[config.mk]
export PLATFORM = sky130hd
export DESIGN_NAME = tds_sample_moving_average
export DESIGN_NICKNAME = d
export VERILOG_FILES = /design/src/design/tdsma_pkg.sv /design/src/design/tdsma_cell.sv /design/src/design/tdsma_scale.sv /design/src/design/tds_sample_moving_average.sv
export SDC_FILE = /design/constraint.sdc
export NUM_CORES = 1
export LEC_CHECK = 0
export BUFFER_PORTS_ARGS = -buffer_cell sky130_fd_sc_hd__buf_2
export CAP_MARGIN = 20
export CORE_MARGIN = 2
export CORE_UTILIZATION = 50
export DETAILED_ROUTE_END_ITERATION = 16
export GPL_TIMING_DRIVEN = 0
export MAX_ROUTING_LAYER = met4
export PLACE_DENSITY_LB_ADDON = 0.12
export SYNTH_ARGS = -nofsm -noshare
export SYNTH_HDL_FRONTEND = slang
export SYNTH_HIERARCHICAL = 1
export SYNTH_SLANG_ARGS = --single-unit
[constraint.sdc]
create_clock -name clk_i -period 9.05 [get_ports clk_i]
set_input_delay 1.81 -clock clk_i [delete_from_list [all_inputs] [get_ports clk_i]]
set_output_delay 1.81 -clock clk_i [all_outputs]
set_load 0.1 [all_outputs]
[src/design/tdsma_pkg.sv]
`default_nettype none

package tdsma_pkg;

  // ring and field sizes
  localparam int RING_DEPTH = 8;
  localparam int ADC_W      = 10;
  localparam int GAIN_W     = 12;
  localparam int TICK_W     = 16;
  localparam int TDS_W      = 19;

  // config port
  localparam int CFG_IDX_W  = 2;
  localparam int CFG_DATA_W = 16;

  typedef enum logic [CFG_IDX_W-1:0] {
    CFG_ENABLED  = 2'd0,
    CFG_GAIN     = 2'd1,
    CFG_INTERVAL = 2'd2
  } tdsma_cfg_e;

  localparam logic [GAIN_W-1:0] GAIN_RST     = GAIN_W'(1210);
  localparam logic [TICK_W-1:0] INTERVAL_RST = TICK_W'(5000);
  localparam logic [TICK_W-1:0] TICK_MAX     = '1;

  // running sum of the whole ring
  localparam int SUM_W = $clog2(((1 << ADC_W) - 1) * RING_DEPTH + 1);

  // scale: sum * 5 * gain * 16 / (1024 * depth) = sum * 5 * gain / 64 / depth
  localparam int GAIN5_W  = GAIN_W + 3;
  localparam int PROD_W   = SUM_W + GAIN5_W;
  localparam int DROP_SH  = 6;
  localparam int Q_W      = PROD_W - DROP_SH;
  localparam int DIV_SH   = $clog2(RING_DEPTH);
  localparam int RECIP_SH = Q_W + DIV_SH;
  localparam int RECIP_W  = Q_W + 1;
  localparam int RPROD_W  = Q_W + RECIP_W;
  // ceil(2^RECIP_SH / depth), exact for every Q_W-bit quotient
  localparam logic [RECIP_W-1:0] RECIP =
    RECIP_W'(((64'd1 << RECIP_SH) + 64'(RING_DEPTH) - 64'd1) / 64'(RING_DEPTH));

  typedef struct packed {
    logic             took;
    logic [SUM_W-1:0] sum;
  } tdsma_sum_t;

  typedef struct packed {
    logic             took;
    logic [TDS_W-1:0] scaled;
  } tdsma_res_t;

endpackage

`default_nettype wire

[src/design/tdsma_cell.sv]
`default_nettype none

module tdsma_cell (
  input  wire logic                       clk_i,
  input  wire logic                       rst_ni,
  input  wire logic                       shift_i,
  input  wire logic [tdsma_pkg::ADC_W-1:0] d_i,
  output logic      [tdsma_pkg::ADC_W-1:0] q_o
);
  import tdsma_pkg::*;

  logic [ADC_W-1:0] sample_q;

  // one ring slot, takes its left neighbor on each new sample
  always_ff @(posedge clk_i or negedge rst_ni) begin
    if (!rst_ni) begin
      sample_q <= '0;
    end else if (shift_i) begin
      sample_q <= d_i;
    end
  end

  assign q_o = sample_q;

endmodule

`default_nettype wire

[src/design/tdsma_scale.sv]
`default_nettype none

module tdsma_scale (
  input  wire logic                         clk_i,
  input  wire logic                         rst_ni,
  input  wire logic                         in_valid_i,
  output logic                              in_ready_o,
  input  wire tdsma_pkg::tdsma_sum_t        in_i,
  input  wire logic [tdsma_pkg::GAIN_W-1:0] gain_i,
  output logic                              out_valid_o,
  input  wire logic                         out_ready_i,
  output tdsma_pkg::tdsma_res_t             out_o
);
  import tdsma_pkg::*;

  logic               a_valid_q;
  logic               a_took_q;
  logic [PROD_W-1:0]  a_prod_q;
  logic               b_valid_q;
  logic               b_took_q;
  logic [RPROD_W-1:0] b_prod_q;

  logic               a_ready;
  logic               b_ready;
  logic [GAIN5_W-1:0] gain5;
  logic [PROD_W-1:0]  a_prod_d;
  logic [Q_W-1:0]     quot;
  logic [RPROD_W-1:0] b_prod_d;
  logic [RPROD_W-1:0] shifted;

  assign b_ready    = !b_valid_q || out_ready_i;
  assign a_ready    = !a_valid_q || b_ready;
  assign in_ready_o = a_ready;

  // gain * 5 as shift and add
  assign gain5    = GAIN5_W'(gain_i) + {1'b0, gain_i, 2'b00};
  assign a_prod_d = PROD_W'(in_i.sum) * PROD_W'(gain5);

  // divide by 64 with a shift, then by depth with the reciprocal
  assign quot     = a_prod_q[PROD_W-1:DROP_SH];
  assign b_prod_d = RPROD_W'(quot) * RPROD_W'(RECIP);

  always_ff @(posedge clk_i or negedge rst_ni) begin
    if (!rst_ni) begin
      a_valid_q <= 1'b0;
      b_valid_q <= 1'b0;
    end else begin
      if (a_ready) begin
        a_valid_q <= in_valid_i;
      end
      if (b_ready) begin
        b_valid_q <= a_valid_q;
      end
    end
  end

  always_ff @(posedge clk_i) begin
    if (a_ready && in_valid_i) begin
      a_took_q <= in_i.took;
      a_prod_q <= a_prod_d;
    end
    if (b_ready && a_valid_q) begin
      b_took_q <= a_took_q;
      b_prod_q <= b_prod_d;
    end
  end

  assign shifted      = b_prod_q >> RECIP_SH;
  assign out_valid_o  = b_valid_q;
  assign out_o.took   = b_took_q;
  assign out_o.scaled = shifted[TDS_W-1:0];

endmodule

`default_nettype wire

[src/design/tds_sample_moving_average.sv]
// tds sample moving average
// input channel: one word per millisecond tick, carrying the current 10-bit
// converter reading on adc_reading_i (in_valid_i / in_ready_o)
// output channel: one word per input word, in order: tds_value_o is the held
// scaled ring average (unsigned, 4 fraction bits), sampled_o flags a tick
// that put its reading into the ring (out_valid_o / out_ready_i)
// config channel: cfg_index_i selects enabled (0), gain (1) or
// sample_interval (2); cfg_ready_o is always high, other indexes are dropped
// path: an accepted word passes the ring stage, the multiply by 5*gain, the
// reciprocal multiply for the divide and the output register in turn;
// throughput one word per cycle while the receiver does not stall, set by
// the ring update and one multiplier in each scale stage
// a receiver stall holds the output register; upstream words keep entering
// until every stage is full, then in_ready_o drops
// reset clears the ring, running sum, tick counter and held value to zero and
// loads enabled=0, gain=1210, sample_interval=5000
`default_nettype none

module tds_sample_moving_average (
  input  wire logic                             clk_i,
  input  wire logic                             rst_ni,
  input  wire logic                             in_valid_i,
  output logic                                  in_ready_o,
  input  wire logic [tdsma_pkg::ADC_W-1:0]      adc_reading_i,
  output logic                                  out_valid_o,
  input  wire logic                             out_ready_i,
  output logic      [tdsma_pkg::TDS_W-1:0]      tds_value_o,
  output logic                                  sampled_o,
  input  wire logic                             cfg_valid_i,
  output logic                                  cfg_ready_o,
  input  wire logic [tdsma_pkg::CFG_IDX_W-1:0]  cfg_index_i,
  input  wire logic [tdsma_pkg::CFG_DATA_W-1:0] cfg_data_i
);
  import tdsma_pkg::*;

  // config registers
  logic              enabled_q;
  logic [GAIN_W-1:0] gain_q;
  logic [TICK_W-1:0] interval_q;

  // front state
  logic [TICK_W-1:0] elapsed_q;
  logic [TICK_W-1:0] elapsed_inc;
  logic [SUM_W-1:0]  sum_q;
  logic [SUM_W-1:0]  sum_d;
  logic              take;
  logic              accept;

  // ring stage register feeding the scaler
  logic       s1_valid_q;
  tdsma_sum_t s1_q;
  logic       scl_ready;

  // scaler output and output register
  logic             scl_valid;
  tdsma_res_t       scl_res;
  logic             scl_pop;
  logic             out_valid_q;
  logic             sampled_q;
  logic [TDS_W-1:0] tds_q;

  logic [ADC_W-1:0] cell_q [RING_DEPTH];

  assign cfg_ready_o = 1'b1;

  always_ff @(posedge clk_i or negedge rst_ni) begin
    if (!rst_ni) begin
      enabled_q  <= 1'b0;
      gain_q     <= GAIN_RST;
      interval_q <= INTERVAL_RST;
    end else if (cfg_valid_i) begin
      case (tdsma_cfg_e'(cfg_index_i))
        CFG_ENABLED:  enabled_q  <= cfg_data_i[0];
        CFG_GAIN:     gain_q     <= cfg_data_i[GAIN_W-1:0];
        CFG_INTERVAL: interval_q <= cfg_data_i[TICK_W-1:0];
        default: ;
      endcase
    end
  end

  // stage 1 drains into the scaler; a new word enters when it is empty or draining
  assign in_ready_o = !s1_valid_q || scl_ready;
  assign accept     = in_valid_i && in_ready_o;

  // tick counter saturates, then the sample decision sees the new count
  assign elapsed_inc = (elapsed_q == TICK_MAX) ? elapsed_q : elapsed_q + TICK_W'(1);
  assign take        = enabled_q && (elapsed_inc > interval_q);

  // the oldest sample falls off the end of the chain
  assign sum_d = sum_q - SUM_W'(cell_q[RING_DEPTH-1]) + SUM_W'(adc_reading_i);

  for (genvar i = 0; i < RING_DEPTH; i++) begin : g_ring
    tdsma_cell u_cell (
      .clk_i   (clk_i),
      .rst_ni  (rst_ni),
      .shift_i (accept && take),
      .d_i     ((i == 0) ? adc_reading_i : cell_q[(i == 0) ? 0 : i - 1]),
      .q_o     (cell_q[i])
    );
  end

  always_ff @(posedge clk_i or negedge rst_ni) begin
    if (!rst_ni) begin
      elapsed_q  <= '0;
      sum_q      <= '0;
      s1_valid_q <= 1'b0;
    end else begin
      if (accept) begin
        elapsed_q <= take ? '0 : elapsed_inc;
        if (take) begin
          sum_q <= sum_d;
        end
      end
      if (in_ready_o) begin
        s1_valid_q <= in_valid_i;
      end
    end
  end

  always_ff @(posedge clk_i) begin
    if (accept) begin
      s1_q.took <= take;
      s1_q.sum  <= sum_d;
    end
  end

  tdsma_scale u_scale (
    .clk_i       (clk_i),
    .rst_ni      (rst_ni),
    .in_valid_i  (s1_valid_q),
    .in_ready_o  (scl_ready),
    .in_i        (s1_q),
    .gain_i      (gain_q),
    .out_valid_o (scl_valid),
    .out_ready_i (!out_valid_q || out_ready_i),
    .out_o       (scl_res)
  );

  assign scl_pop = scl_valid && (!out_valid_q || out_ready_i);

  // output register doubles as the held value: a word without a sample
  // repeats whatever the last word carried
  always_ff @(posedge clk_i or negedge rst_ni) begin
    if (!rst_ni) begin
      out_valid_q <= 1'b0;
      sampled_q   <= 1'b0;
      tds_q       <= '0;
    end else if (scl_pop) begin
      out_valid_q <= 1'b1;
      sampled_q   <= scl_res.took;
      if (scl_res.took) begin
        tds_q <= scl_res.scaled;
      end
    end else if (out_ready_i) begin
      out_valid_q <= 1'b0;
    end
  end

  assign out_valid_o = out_valid_q;
  assign tds_value_o = tds_q;
  assign sampled_o   = sampled_q;

  // a sample restarts the tick counter
  a_restart: assert property (@(posedge clk_i) disable iff (!rst_ni)
    accept && take |=> elapsed_q == '0)
    else $error("tick counter not restarted after sample");

  // the counter holds at its maximum between samples
  a_saturate: assert property (@(posedge clk_i) disable iff (!rst_ni)
    accept && !take && elapsed_q == TICK_MAX |=> elapsed_q == TICK_MAX)
    else $error("tick counter wrapped");

  // while disabled the ring sum does not move
  a_disabled_hold: assert property (@(posedge clk_i) disable iff (!rst_ni)
    accept && !enabled_q |=> $stable(sum_q))
    else $error("ring sum changed while disabled");

  // a held output word keeps its value until taken
  a_out_hold: assert property (@(posedge clk_i) disable iff (!rst_ni)
    out_valid_q && !out_ready_i |=> out_valid_q && $stable(tds_q))
    else $error("output word lost under stall");

endmodule

`default_nettype wire
* Yosys cells after proc, flatten, opt, wreduce, memory -nomap -nowiden
Cells that the tools add are included.
Cells by class: multiply operators 1, div/mod/pow operators 0, add/sub/neg operators 4, order comparisons 1, multiplexer cells 4, shift-type cells 0, equal/unequal tests 3, reductions and logical operators 21, bitwise gates (word level) 0
Operators with widths (count):
- $mux W16 | 2
- $mul A13 B15 Y28 | 1
- $add A16 B1 Y16 const B | 1
- $eq A16 B16 Y1 const B | 1
- $gt A16 B16 Y1 | 1
- $add A12 B14 Y15 | 1
- $add A13 B10 Y13 | 1
- $sub A13 B10 Y13 | 1
- $reduce_and A2 Y1 | 5
- $logic_and A1 B1 Y1 | 6
- $logic_not A1 Y1 | 4
- $logic_or A1 B1 Y1 | 4
- $eq A2 B1 Y1 const B | 1
- $eq A2 B2 Y1 const B | 1
- $logic_not A2 Y1 | 1
- $mux W1 | 2
- $reduce_bool A2 Y1 | 1
Storage, ports and cells: bits in latches 0, flip-flop bits (word level) 228, memory bits (read-only) 0, bits of input ports 33, memories 0, memory bits (writable) 0

* Logic depth before layout (Yosys ltp)
Gate-level depths: netlist of run 1.
depth in word-level cells 7, gate-level depth with buffers 30, gate-level depth less buffers 29

* Modules after synthesis
Netlist of run 1, hierarchy kept.
By module, submodules not included:
- tdsma_scale | cells an instance 827, instances 1, sequential area each 1251.2 um2, area an instance 7983.9 um2
- tds_sample_moving_average | cells an instance 448, instances 1, sequential area each 2436.1 um2, area an instance 5142.4 um2
- tdsma_cell | cells an instance 21, instances 8, sequential area each 250.2 um2, area an instance 411.6 um2

* Least setup slack after synthesis of run 1
No wires, ideal clock.
path type reg-to-reg, start point register gain_q[1], end point register u_scale.a_prod_q[24] (data pin), data required time 8.791 ns, arrival 6.851 ns, cell stages (with the launch flop) 30, library setup time 0.259 ns, slack 1.940 ns, path through dfstp_2 clkbuf_1 inv_1 fa_1 nor2b_1 o21ai_2 a21boi_1 o21ai_2 a21oi_2 nor2_1 xnor2_1 buf_2 nand2_1 fa_1 fa_1 inv_1 fa_1 fa_1 inv_1 fa_1 inv_1 ha_1 a21oi_1 nand2_1 nor3_1 a21oi_4 a31oi_4 o21ai_1 a21oi_1 xnor2_1
On the way: word-level cells in the longest chain between the ends 2
Ends and longest elaborated chain:
- from (decl) | line tds_sample_moving_average.sv:38 | logic [GAIN_W-1:0] gain_q;
- from (signal assigned) | line tds_sample_moving_average.sv:74 | CFG_GAIN: gain_q <= cfg_data_i[GAIN_W-1:0];
- $add A12 B14 Y15 | line tdsma_scale.sv:36 | assign gain5 = GAIN5_W'(gain_i) + {1'b0, gain_i, 2'b00};
- $mul A13 B15 Y28 | line tdsma_scale.sv:37 | assign a_prod_d = PROD_W'(in_i.sum) * PROD_W'(gain5);
- net u_scale.a_prod_d[24] | line tdsma_scale.sv:26 | logic [PROD_W-1:0] a_prod_d;
- to (signal assigned) | line tdsma_scale.sv:60 | a_prod_q <= a_prod_d;
- to (decl) | line tdsma_scale.sv:18 | logic [PROD_W-1:0] a_prod_q;
The timed path passes the listed nets, and every way through them passes these cells. A chain may end at the register's enable or synchronous reset.

* Final worst setup path of run 1
Same ends and word-level chain as after synthesis.

==> results of run 1 <==
==> logic make-up (layout without fill, tap and decap cells) <==
group,after synthesis,after routing,share of synthesized area [%]
flops,216,216,34.6
compound gates,138,138,6.04
buf+inv,300,401,7.40
other cells,1,1,0.0228
fa+ha+maj,262,262,27.0
xor+xnor,48,48,2.56
mux,142,142,11.7
simple gates,336,336,10.7
==> stage by stage <==
stage | setup slack [ps] | area (um^2) | utilization [%]
after CTS | 922 | 18200 | 56.0
after detailed placement | 961 | 17300 | 53.2
after floorplan | 1940 | 16400 | -
final | 1020 | 18200 | 56.0
after global placement | 1050 | 17200 | 53.1
after global routing | 409 | 18200 | 56.0
==> layout make-up <==
type	instances	area [um^2]
multi-input combinational	927	9520
fill	2870	14300
clock inverter	15	179
timing repair buffer	55	308
clock buffer	31	709
inverter	254	956
tap	442	553
buffer	46	259
sequential	216	5690
==> routing by layer <==
| layer | track usage (%) | wire length (um) | vias up |
|---|---|---|---|
| li1 | - | - | 4853 |
| met1 | 27.0 | 14700 | 5168 |
| met2 | 35.5 | 16500 | 138 |
| met3 | 2.30 | 956 | 40 |
| met4 | 4.35 | 637 | 0 |
| met5 | - | 0 | - |
==> flip-flops by register name, indices dropped and copies added, names as in the netlist <==
register / count
tds_value_o: 19
u_scale/a_valid_q: 1
u_scale/b_took_q: 1
interval_q: 16
g_ring.u_cell/q_o: 80
u_scale/a_prod_q: 19
u_scale/a_took_q: 1
sampled_o: 1
u_scale/out_valid_o: 1
enabled_q: 1
s1_valid_q: 1
gain_q: 12
s1_q: 14
out_valid_o: 1
u_scale/b_prod_q: 19
sum_q: 13
elapsed_q: 16
==> placed cells by master (no fill, tap or decap), drive strengths merged, types with 10 or more instances in the layout <==
cell	n
edfxtp	54
o21ai	21
and2	94
ha	109
xnor2	34
nand2b	21
buf	71
inv	256
nor2b	19
dfstp	11
clkbuf	61
dfrtp	151
mux2	141
nor3	14
a21o	16
o211ai	10
nand3	25
fa	153
a21oi	43
xor2	14
nand2	113
nor2	20
==> worst max-delay path, delay by kind of cell, from the launching register on <==
kind,cells,cell delay (ps)
xor+xnor,2,340
compound gates,9,1640
buf+inv,6,990
flops,1,600
fa+ha+maj,7,3460
simple gates,5,750
==> path summary, 6_finish.rpt <==
| kind | to | depth (start not counted) |
|---|---|---|
| min in group asynchronous | tds_value_o[8] | 1 |
| max | u_scale/a_prod_q[24] | 29 |
| min | u_scale/b_prod_q[33] | 0 |
| max in group asynchronous | interval_q[2] | 2 |
| max reg2reg | u_scale/a_prod_q[24] | 29 |
| min reg2reg | u_scale/b_prod_q[33] | 0 |
==> impl_results.rst, run 1 <==
.. list-table::
   :header-rows: 1

   * - Metric
     - Value
   * - Outcome
     - finished, final reports clean
   * - Pin count of the biggest net entering global routing
     - 115
   * - HP Class
     - flop to flop
   * - Syn_area_per_cell
     - 11.4 um^2
   * - Final min period
     - 8030 ps
   * - Final weighted congestion in routability-driven placement
     - 0.843
   * - Top area cells in the synthesized netlist
     - dfrtp_1 23%, fa_1 19%, edfxtp_1 9.9%
   * - I/O pin count
     - 56
   * - Slew at the pin closest to its max-slew limit
     - 951 ps
   * - Final layout net count
     - 1820
   * - CP max-delay cell
     - dfstp_2
   * - Worst relative slew slack
     - 36.6%
   * - Start of the worst register-to-register path
     - gain_q[1]
   * - Width of the chip
     - 185 um
   * - Antenna diode count
     - 0
   * - Quantity of I/O buffers inserted on ports
     - 54
   * - Vias per Instance
     - 5.14
   * - Clock insertion delay at the later pin of the skew report
     - 550 ps
   * - Number of detailed-route iterations in the first pass
     - 5
   * - Worst EP required
     - 9340 ps
   * - Final setup vio count
     - 0
   * - Library cell with the largest summed area after synthesis
     - dfrtp_1
   * - GRT Residual Overflow
     - 0
   * - Area enclosed by the die boundary
     - 34300 um^2
   * - Post-Synthesis Cells
     - 1443
   * - Unrepaired setup endpoints after global routing
     - false
   * - Cell area after technology mapping
     - 16400 um^2
   * - CTS Buffer Depth
     - 3
   * - Type of destination of the critical path
     - flop
   * - FFs w/ async S/R, synth
     - 75.0%
   * - Worst-path clk slew
     - 60 ps
   * - Avg WL per Cell
     - 16.5 um
   * - Critical Path Max Stage Delay
     - 600 ps
   * - Post-synth top area share
     - 23.0%
   * - Worst clock skew
     - 17.6 ps
   * - Setup slack of the worst register-to-register path
     - 1020 ps
   * - Post-synth EDFFs
     - 54
   * - Effective utilization at floorplan
     - 50.6%
   * - Residual antenna-violating net count after detailed routing
     - 0
   * - Vertical die dimension
     - 185 um
   * - Maximum fanout count along the critical path
     - 10
   * - Via count
     - 10.2k
   * - WHS
     - 416 ps
   * - Initial antenna violation count
     - 0
   * - Predominant post-synthesis flop cell
     - dfrtp_1
   * - Routed wire length
     - 32800 um
   * - Most used cell along the critical path
     - fa_1
   * - Achievable clock frequency
     - 125 MHz
   * - Sinks on Clock Net
     - 216
   * - Library cells used by synthesis
     - 74
   * - Number of endpoints with negative hold slack in the final report
     - 0
   * - Most common cell in the netlist
     - inv_1
   * - Count of hold-fix buffers inserted at cts
     - 0
   * - Kind of critical path
     - flop to flop
   * - Number of non-filler instances in the completed layout
     - 1986
   * - Fraction of final layout cells sized beyond drive strength 1
     - 18.3%
   * - Number of nets in the synthesized netlist
     - 1738
   * - Max Cap Viol
     - 0
   * - Placed Cells
     - 1940
   * - Placement Rows
     - 66
   * - Synth cell count leaders
     - 253 x inv_1, 153 x fa_1, 151 x dfrtp_1, 113 x nand2_1, 109 x ha_1
   * - Number of max-slew violations in the final report
     - 0
   * - Number of remaining DRC errors
     - 0
   * - Vias in the first global route
     - 10.6k
   * - Nature of the critical path startpoint
     - flop
   * - Signal arrival time at the worst endpoint
     - 8320 ps
   * - FF+latch count, synth
     - 216
   * - Origin of the worst min-delay path
     - u_scale/a_prod_q[17]
   * - Setup TNS Final
     - 0 ps
   * - Yosys synthesis warning count
     - 6
   * - CTS H-Tree Depth
     - 1
   * - Post-synthesis to final-layout area growth
     - 10.7%
   * - Number of post-CTS setup repair buffers
     - 0
   * - Post-route clock period utilization
     - 88.7%
   * - Sequential element share of the synthesized area
     - 34.6%
   * - Num CTS Buffers
     - 25
   * - Crit. Startpoint
     - gain_q[1]
   * - Post-cts resize count
     - 0
   * - Detailed-placement wirelength estimate
     - 25700 um
   * - Root buffer cell
     - clkbuf_16
   * - Number of DRC violations after detailed-routing iteration 0
     - 429
   * - Core footprint
     - 32500 um^2
   * - CTS tree
     - built
   * - All-Layer GR Usage
     - 20.8%
   * - Global-route wire length before repair
     - 54800 um
Power of run 1 is not shown: default switching activity piles up to over one toggle a cycle in this logic, so the estimate is an artifact.
==> inputs of run 2 (changes only) <==
--- a/config.mk
+++ b/config.mk
@@ -8,7 +8,7 @@
 export BUFFER_PORTS_ARGS = -buffer_cell sky130_fd_sc_hd__buf_2
 export CAP_MARGIN = 20
 export CORE_MARGIN = 2
-export CORE_UTILIZATION = 50
+export CORE_UTILIZATION = 25
 export DETAILED_ROUTE_END_ITERATION = 16
 export GPL_TIMING_DRIVEN = 0
 export MAX_ROUTING_LAYER = met4
==> run 2 against run 1 <==
Against the previous run: via count fell by 0.69%; first-iteration DRC count fell by 3.3%; clock skew rose by 2.1 ps; non-clock buffer count rose by 2; maximum frequency fell by 3.9%; cell area rose by 3.3%; worst hold slack improved by 1.8 ps; clock-buffer cell count rose by 9; sequential share of layout area fell by 0.99 points; final cell count rose by 21%; critical path depth did not move; flip-flop and latch count did not move.
==> impl_results.rst, run 2 (same netlist as run 1, synthesis figures left out) <==
.. list-table::
   :header-rows: 1

   * - Metric
     - Value
   * - Outcome
     - finished, final reports clean
   * - Worst-path clk slew
     - 60 ps
   * - CTS H-Tree Depth
     - 1
   * - Clock insertion delay at the later pin of the skew report
     - 590 ps
   * - All-Layer GR Usage
     - 12.1%
   * - Largest register FFs
     - 80
   * - Critical Path Max Stage Delay
     - 620 ps
   * - Vertical die dimension
     - 260 um
   * - Total met2 wirelength after detailed routing
     - 18300 um
   * - HP Class
     - flop to flop
   * - Num CTS Buffers
     - 28
   * - Area enclosed by the die boundary
     - 67700 um^2
   * - Sinks on Clock Net
     - 216
   * - CP max-delay cell
     - dfstp_2
   * - Fraction of final layout cells sized beyond drive strength 1
     - 18.3%
   * - Most used cell along the critical path
     - fa_1
   * - Kind of critical path
     - flop to flop
   * - CTS Buffer Depth
     - 3
   * - Detailed-placement wirelength estimate
     - 30100 um
   * - Max Cap Viol
     - 0
   * - Slew at the pin closest to its max-slew limit
     - 868 ps
   * - Root buffer cell
     - clkbuf_16
   * - Final min period
     - 8350 ps
   * - WHS
     - 418 ps
   * - Top metal layer carrying routed signals
     - met4
   * - Avg WL per Cell
     - 15.9 um
   * - Length of routed wiring on met1
     - 18000 um
   * - Final setup vio count
     - 0
   * - Depth of the worst hold-timing path
     - 0
   * - Number of endpoints with negative hold slack in the final report
     - 0
   * - Worst reg2reg path depth
     - 29
   * - Vias in the first global route
     - 10.8k
   * - Unrepaired setup endpoints after global routing
     - false
   * - Type of destination of the critical path
     - flop
   * - Commonest cells after routing, fill and taps aside
     - 253 x inv_1, 153 x fa_1, 151 x dfrtp_1
   * - Nature of the critical path startpoint
     - flop
   * - Number of remaining DRC errors
     - 0
   * - Routed wire length
     - 38400 um
   * - Core footprint
     - 64700 um^2
   * - Post-cts resize count
     - 0
   * - Maximum fanout count along the critical path
     - 10
   * - Number of max-slew violations in the final report
     - 0
   * - Vias per Instance
     - 4.21
   * - Residual antenna-violating net count after detailed routing
     - 0
   * - Number of detailed-route iterations in the first pass
     - 4
   * - I/O pin count
     - 56
   * - GRT Residual Overflow
     - 0
   * - Signal arrival time at the worst endpoint
     - 8670 ps
   * - Post-synthesis to final-layout area growth
     - 14.3%
   * - Worst clock skew
     - 19.8 ps
   * - Worst relative slew slack
     - 42.1%
   * - Post-route clock period utilization
     - 92.3%
   * - Setup TNS Final
     - 0 ps
   * - Effective utilization at floorplan
     - 25.4%
   * - Number of DRC violations after detailed-routing iteration 0
     - 415
   * - Commonest non-fill, non-tap cell in the layout
     - inv_1
   * - Initial antenna violation count
     - 0
   * - Global-route wire length before repair
     - 62000 um
   * - Number of post-CTS setup repair buffers
     - 0
   * - Pin count of the biggest net entering global routing
     - 116
   * - Worst EP required
     - 9370 ps
   * - Met3 wire length
     - 1070 um
   * - Final layout net count
     - 1825
   * - Final weighted congestion in routability-driven placement
     - 0.803
   * - Antenna diode count
     - 0
   * - Achievable clock frequency
     - 120 MHz
   * - CTS tree
     - built
   * - Via count
     - 10.1k
   * - Quantity of I/O buffers inserted on ports
     - 54
   * - Placement Rows
     - 93
   * - Count of hold-fix buffers inserted at cts
     - 0
   * - Width of the chip
     - 260 um
==> run 2: final timing paths <==
path | slack [ps] | from | endpoint
hold reg to reg | 420 | u_scale/a_prod_q[9] | u_scale/b_prod_q[25]
min in group asynchronous | 1150 | rst_ni | tds_value_o[10]
max in group asynchronous | 6960 | rst_ni | elapsed_q[15]
setup / recovery | 700 | gain_q[1] | u_scale/a_prod_q[24]
hold / removal | 420 | u_scale/a_prod_q[9] | u_scale/b_prod_q[25]
setup reg to reg | 700 | gain_q[1] | u_scale/a_prod_q[24]
==> run 2: area by class of cell <==
type | instances | area [um^2]
buffer | 46 | 259
fill | 6776 | 45900
tap | 855 | 1070
clock buffer | 40 | 807
inverter | 254 | 956
timing repair buffer | 57 | 363
multi-input combinational | 927 | 9520
clock inverter | 10 | 101
sequential | 216 | 5690
==> run 2: worst max-delay path: cells and delay by family, from the launching register on <==
family	cells	cell delay (ps)
XOR/XNOR	2	420
flip-flops	1	620
AO/OA/AOI/OAI	9	1770
buffers and inverters	6	1020
adder cells (fa/ha/maj)	7	3430
AND/OR/NAND/NOR	5	790
==> run 2: through the flow <==
step	cell area (um^2)	utilization, %	std cells	worst slack [ps]
after floorplan	16400	-	1443	1940
after global placement	17800	27.5	2352	597
after detailed placement	17900	27.6	2355	570
after CTS	18800	29.0	2405	527
after global routing	18800	29.0	2405	114
final	18800	29.0	2405	696
==> run 2: layer usage <==
layer / GRT usage, % / vias to the layer above
li1: - / 4858
met1: 15.9 / 5103
met2: 19.6 / 119
met3: 1.52 / 49
met4: 3.29 / 0
met5: - / -
Power of run 2 is left out for the same reason.
==> inputs of run 3 (changes only) <==
--- a/config.mk
+++ b/config.mk
@@ -5,6 +5,7 @@
 export SDC_FILE = /design/constraint.sdc
 export NUM_CORES = 1
 export LEC_CHECK = 0
+export ABC_AREA = 1
 export BUFFER_PORTS_ARGS = -buffer_cell sky130_fd_sc_hd__buf_2
 export CAP_MARGIN = 20
 export CORE_MARGIN = 2
==> run 3 against run 2 <==
Against the previous run: critical path depth shrank 9; sequential share of layout area shrank 0.82 points; worst hold slack lost 3.6 ps; synthesized cell count grew 40%; non-clock buffer count shrank 8; critical endpoint is now u_scale/a_prod_q[25].
==> impl_results.rst, run 3 <==
.. list-table::
   :header-rows: 1

   * - Metric
     - Value
   * - Antenna diode count
     - 0
   * - Effective utilization at floorplan
     - 25.2%
   * - Worst clock skew
     - 14.2 ps
   * - FFs w/ async S/R, synth
     - 75.0%
   * - Detailed-placement wirelength estimate
     - 36500 um
   * - Yosys synthesis warning count
     - 6
   * - Achievable clock frequency
     - 134 MHz
   * - Clock insertion delay at the later pin of the skew report
     - 580 ps
   * - Initial antenna violation count
     - 0
   * - Max Cap Viol
     - 0
   * - Commonest non-fill, non-tap cell in the layout
     - nand2_1
   * - Most used cell along the critical path
     - fa_1
   * - CP Cell Sequence
     - clkbuf_1, inv_1, fa_1, xnor2_1, inv_1, nor2_1, fa_1, fa_1, fa_1, fa_1, inv_1, fa_1, inv_1, ha_1, a21oi_1, o21ai_0, o21ai_0, nand3_1, nand2_1, nand2_1
   * - Most common cell in the netlist
     - nand2_1
   * - Fraction of final layout cells sized beyond drive strength 1
     - 9.84%
   * - Quantity of I/O buffers inserted on ports
     - 54
   * - Final weighted congestion in routability-driven placement
     - 0.851
   * - Number of remaining DRC errors
     - 0
   * - Final min period
     - 7480 ps
   * - Gr busiest metal
     - met2
   * - Number of post-CTS setup repair buffers
     - 0
   * - Number of max-slew violations in the final report
     - 0
   * - Slew at the pin closest to its max-slew limit
     - 848 ps
   * - Core utilization of the finished layout
     - 28.7%
   * - Number of DRC violations after detailed-routing iteration 0
     - 612
   * - Global-route track usage on met1
     - 17.6%
   * - Worst relative slew slack
     - 43.5%
   * - Library cell with the largest summed area after synthesis
     - dfrtp_1
   * - Vertical die dimension
     - 264 um
   * - Unrepaired setup endpoints after global routing
     - false
   * - Syn_area_per_cell
     - 8.39 um^2
   * - Crit. Startpoint
     - gain_q[1]
   * - Setup TNS Final
     - 0 ps
   * - Signal arrival time at the worst endpoint
     - 7810 ps
   * - Post-synthesis to final-layout area growth
     - 13.8%
   * - Post-route clock period utilization
     - 82.6%
   * - Origin of the worst min-delay path
     - u_scale/a_prod_q[10]
   * - HP Class
     - flop to flop
   * - CP max-delay cell
     - dfstp_2
   * - Synth cell count leaders
     - 614 x nand2_1, 406 x inv_1, 153 x fa_1, 151 x dfrtp_1, 146 x nor2_1
   * - Number of detailed-route iterations in the first pass
     - 6
   * - Sinks on Clock Net
     - 216
   * - Avg WL per Cell
     - 15.1 um
   * - Worst EP required
     - 9380 ps
   * - Routed wire length
     - 45100 um
   * - Top area cells in the synthesized netlist
     - dfrtp_1 22%, fa_1 18%, nand2_1 14%
   * - Crit-path leading delay family
     - adder cells
   * - Nature of the critical path startpoint
     - flop
   * - Type of destination of the critical path
     - flop
   * - Cell area after technology mapping
     - 16900 um^2
   * - Vias per Instance
     - 4.21
   * - Post-synth EDFFs
     - 54
   * - Number of endpoints with negative hold slack in the final report
     - 0
   * - Final layout net count
     - 2398
   * - Root buffer cell
     - clkbuf_16
   * - Global-route wire length before repair
     - 73700 um
   * - GRT Residual Overflow
     - 0
   * - Post-synth top area share
     - 22.3%
   * - Num CTS Buffers
     - 27
   * - Number of nets in the synthesized netlist
     - 2313
   * - Largest register FFs
     - 80
   * - Setup slack of the worst register-to-register path
     - 1570 ps
   * - Bufs and invs on worst path
     - 5
   * - Start of the worst register-to-register path
     - gain_q[1]
   * - Placement Rows
     - 95
   * - FF+latch count, synth
     - 216
   * - All-Layer GR Usage
     - 13.6%
   * - I/O pin count
     - 56
   * - Final setup vio count
     - 0
   * - Core footprint
     - 67200 um^2
   * - CTS H-Tree Depth
     - 1
   * - Area enclosed by the die boundary
     - 69800 um^2
   * - Routing usage on met3
     - 1.65%
   * - Library cells used by synthesis
     - 48
   * - Residual antenna-violating net count after detailed routing
     - 0
   * - Maximum fanout count along the critical path
     - 10
   * - Sequential element share of the synthesized area
     - 33.6%
   * - Kind of critical path
     - flop to flop
   * - Post-cts resize count
     - 0
   * - Width of the chip
     - 264 um
   * - Pin count of the biggest net entering global routing
     - 98
   * - Vias in the first global route
     - 13.4k
   * - Outcome
     - finished, final reports clean
   * - Via count
     - 12.6k
   * - CTS Buffer Depth
     - 3
   * - CTS tree
     - built
   * - Global routing usage on met2
     - 22.6%
   * - Commonest cells after routing, fill and taps aside
     - 614 x nand2_1, 406 x inv_1, 153 x fa_1
   * - Worst-path clk slew
     - 60 ps
   * - Predominant post-synthesis flop cell
     - dfrtp_1
   * - Critical Path Max Stage Delay
     - 640 ps
   * - Count of hold-fix buffers inserted at cts
     - 0
   * - Post-Synthesis Cells
     - 2018
run 3: cell types whose count changed after synthesis, sizes merged, moves of 9 or more:
cell	change
nand2	+509
inv	+162
nor2	+134
mux2	-122
and2	-94
o21ai	+51
nand3	+48
xnor2	-20
nand2b	-19
nor2b	-19
nand4	+15
a21o	-13
clkbuf	-12
o211ai	-9
run 3: cell families (layout without fill, tap and decap cells):
logic type,Yosys count,after routing,share of synthesized area [%]
adder cells (fa/ha/maj),262,262,26.1
XOR/XNOR,35,35,2.03
multiplexers,19,19,1.26
buffers and inverters,458,564,10.9
AO/OA/AOI/OAI,134,134,4.53
flip-flops,216,216,33.6
other,1,1,0.0221
AND/OR/NAND/NOR,893,893,21.6
run 3: layout make-up:
| class | count | area (um^2) |
|---|---|---|
| fill | 7237 | 47900 |
| buffer | 39 | 268 |
| sequential | 216 | 5690 |
| inverter | 419 | 1570 |
| clock inverter | 15 | 179 |
| tap | 873 | 1090 |
| clock buffer | 35 | 746 |
| multi-input combinational | 1344 | 9410 |
| timing repair buffer | 56 | 323 |
run 3: layer usage:
layer	vias to the layer above	routed length [um]
li1	6281	-
met1	6143	21100
met2	134	21700
met3	50	1190
met4	0	1150
met5	-	0
run 3: per-stage QoR:
step / std cells / setup slack, ps / hold WS (ps) / cell area [um^2]
floorplan: 2018 / 2870 / 400 / 16900
global placement: 2945 / 1480 / 407 / 18300
detailed placement: 2947 / 1530 / 405 / 18400
CTS: 2997 / 1510 / 420 / 19300
global route: 2997 / 1160 / 424 / 19300
finish: 2997 / 1570 / 414 / 19300
run 3: final timing paths:
kind                                        end  cells past startpoint
setup / recovery           u_scale/a_prod_q[25]                     20
hold / removal             u_scale/b_prod_q[26]                      0
setup reg to reg           u_scale/a_prod_q[25]                     20
hold reg to reg            u_scale/b_prod_q[26]                      0
max in group asynchronous            gain_q[10]                      2
min in group asynchronous        tds_value_o[9]                      1
Power of run 3 is left out for the same reason.
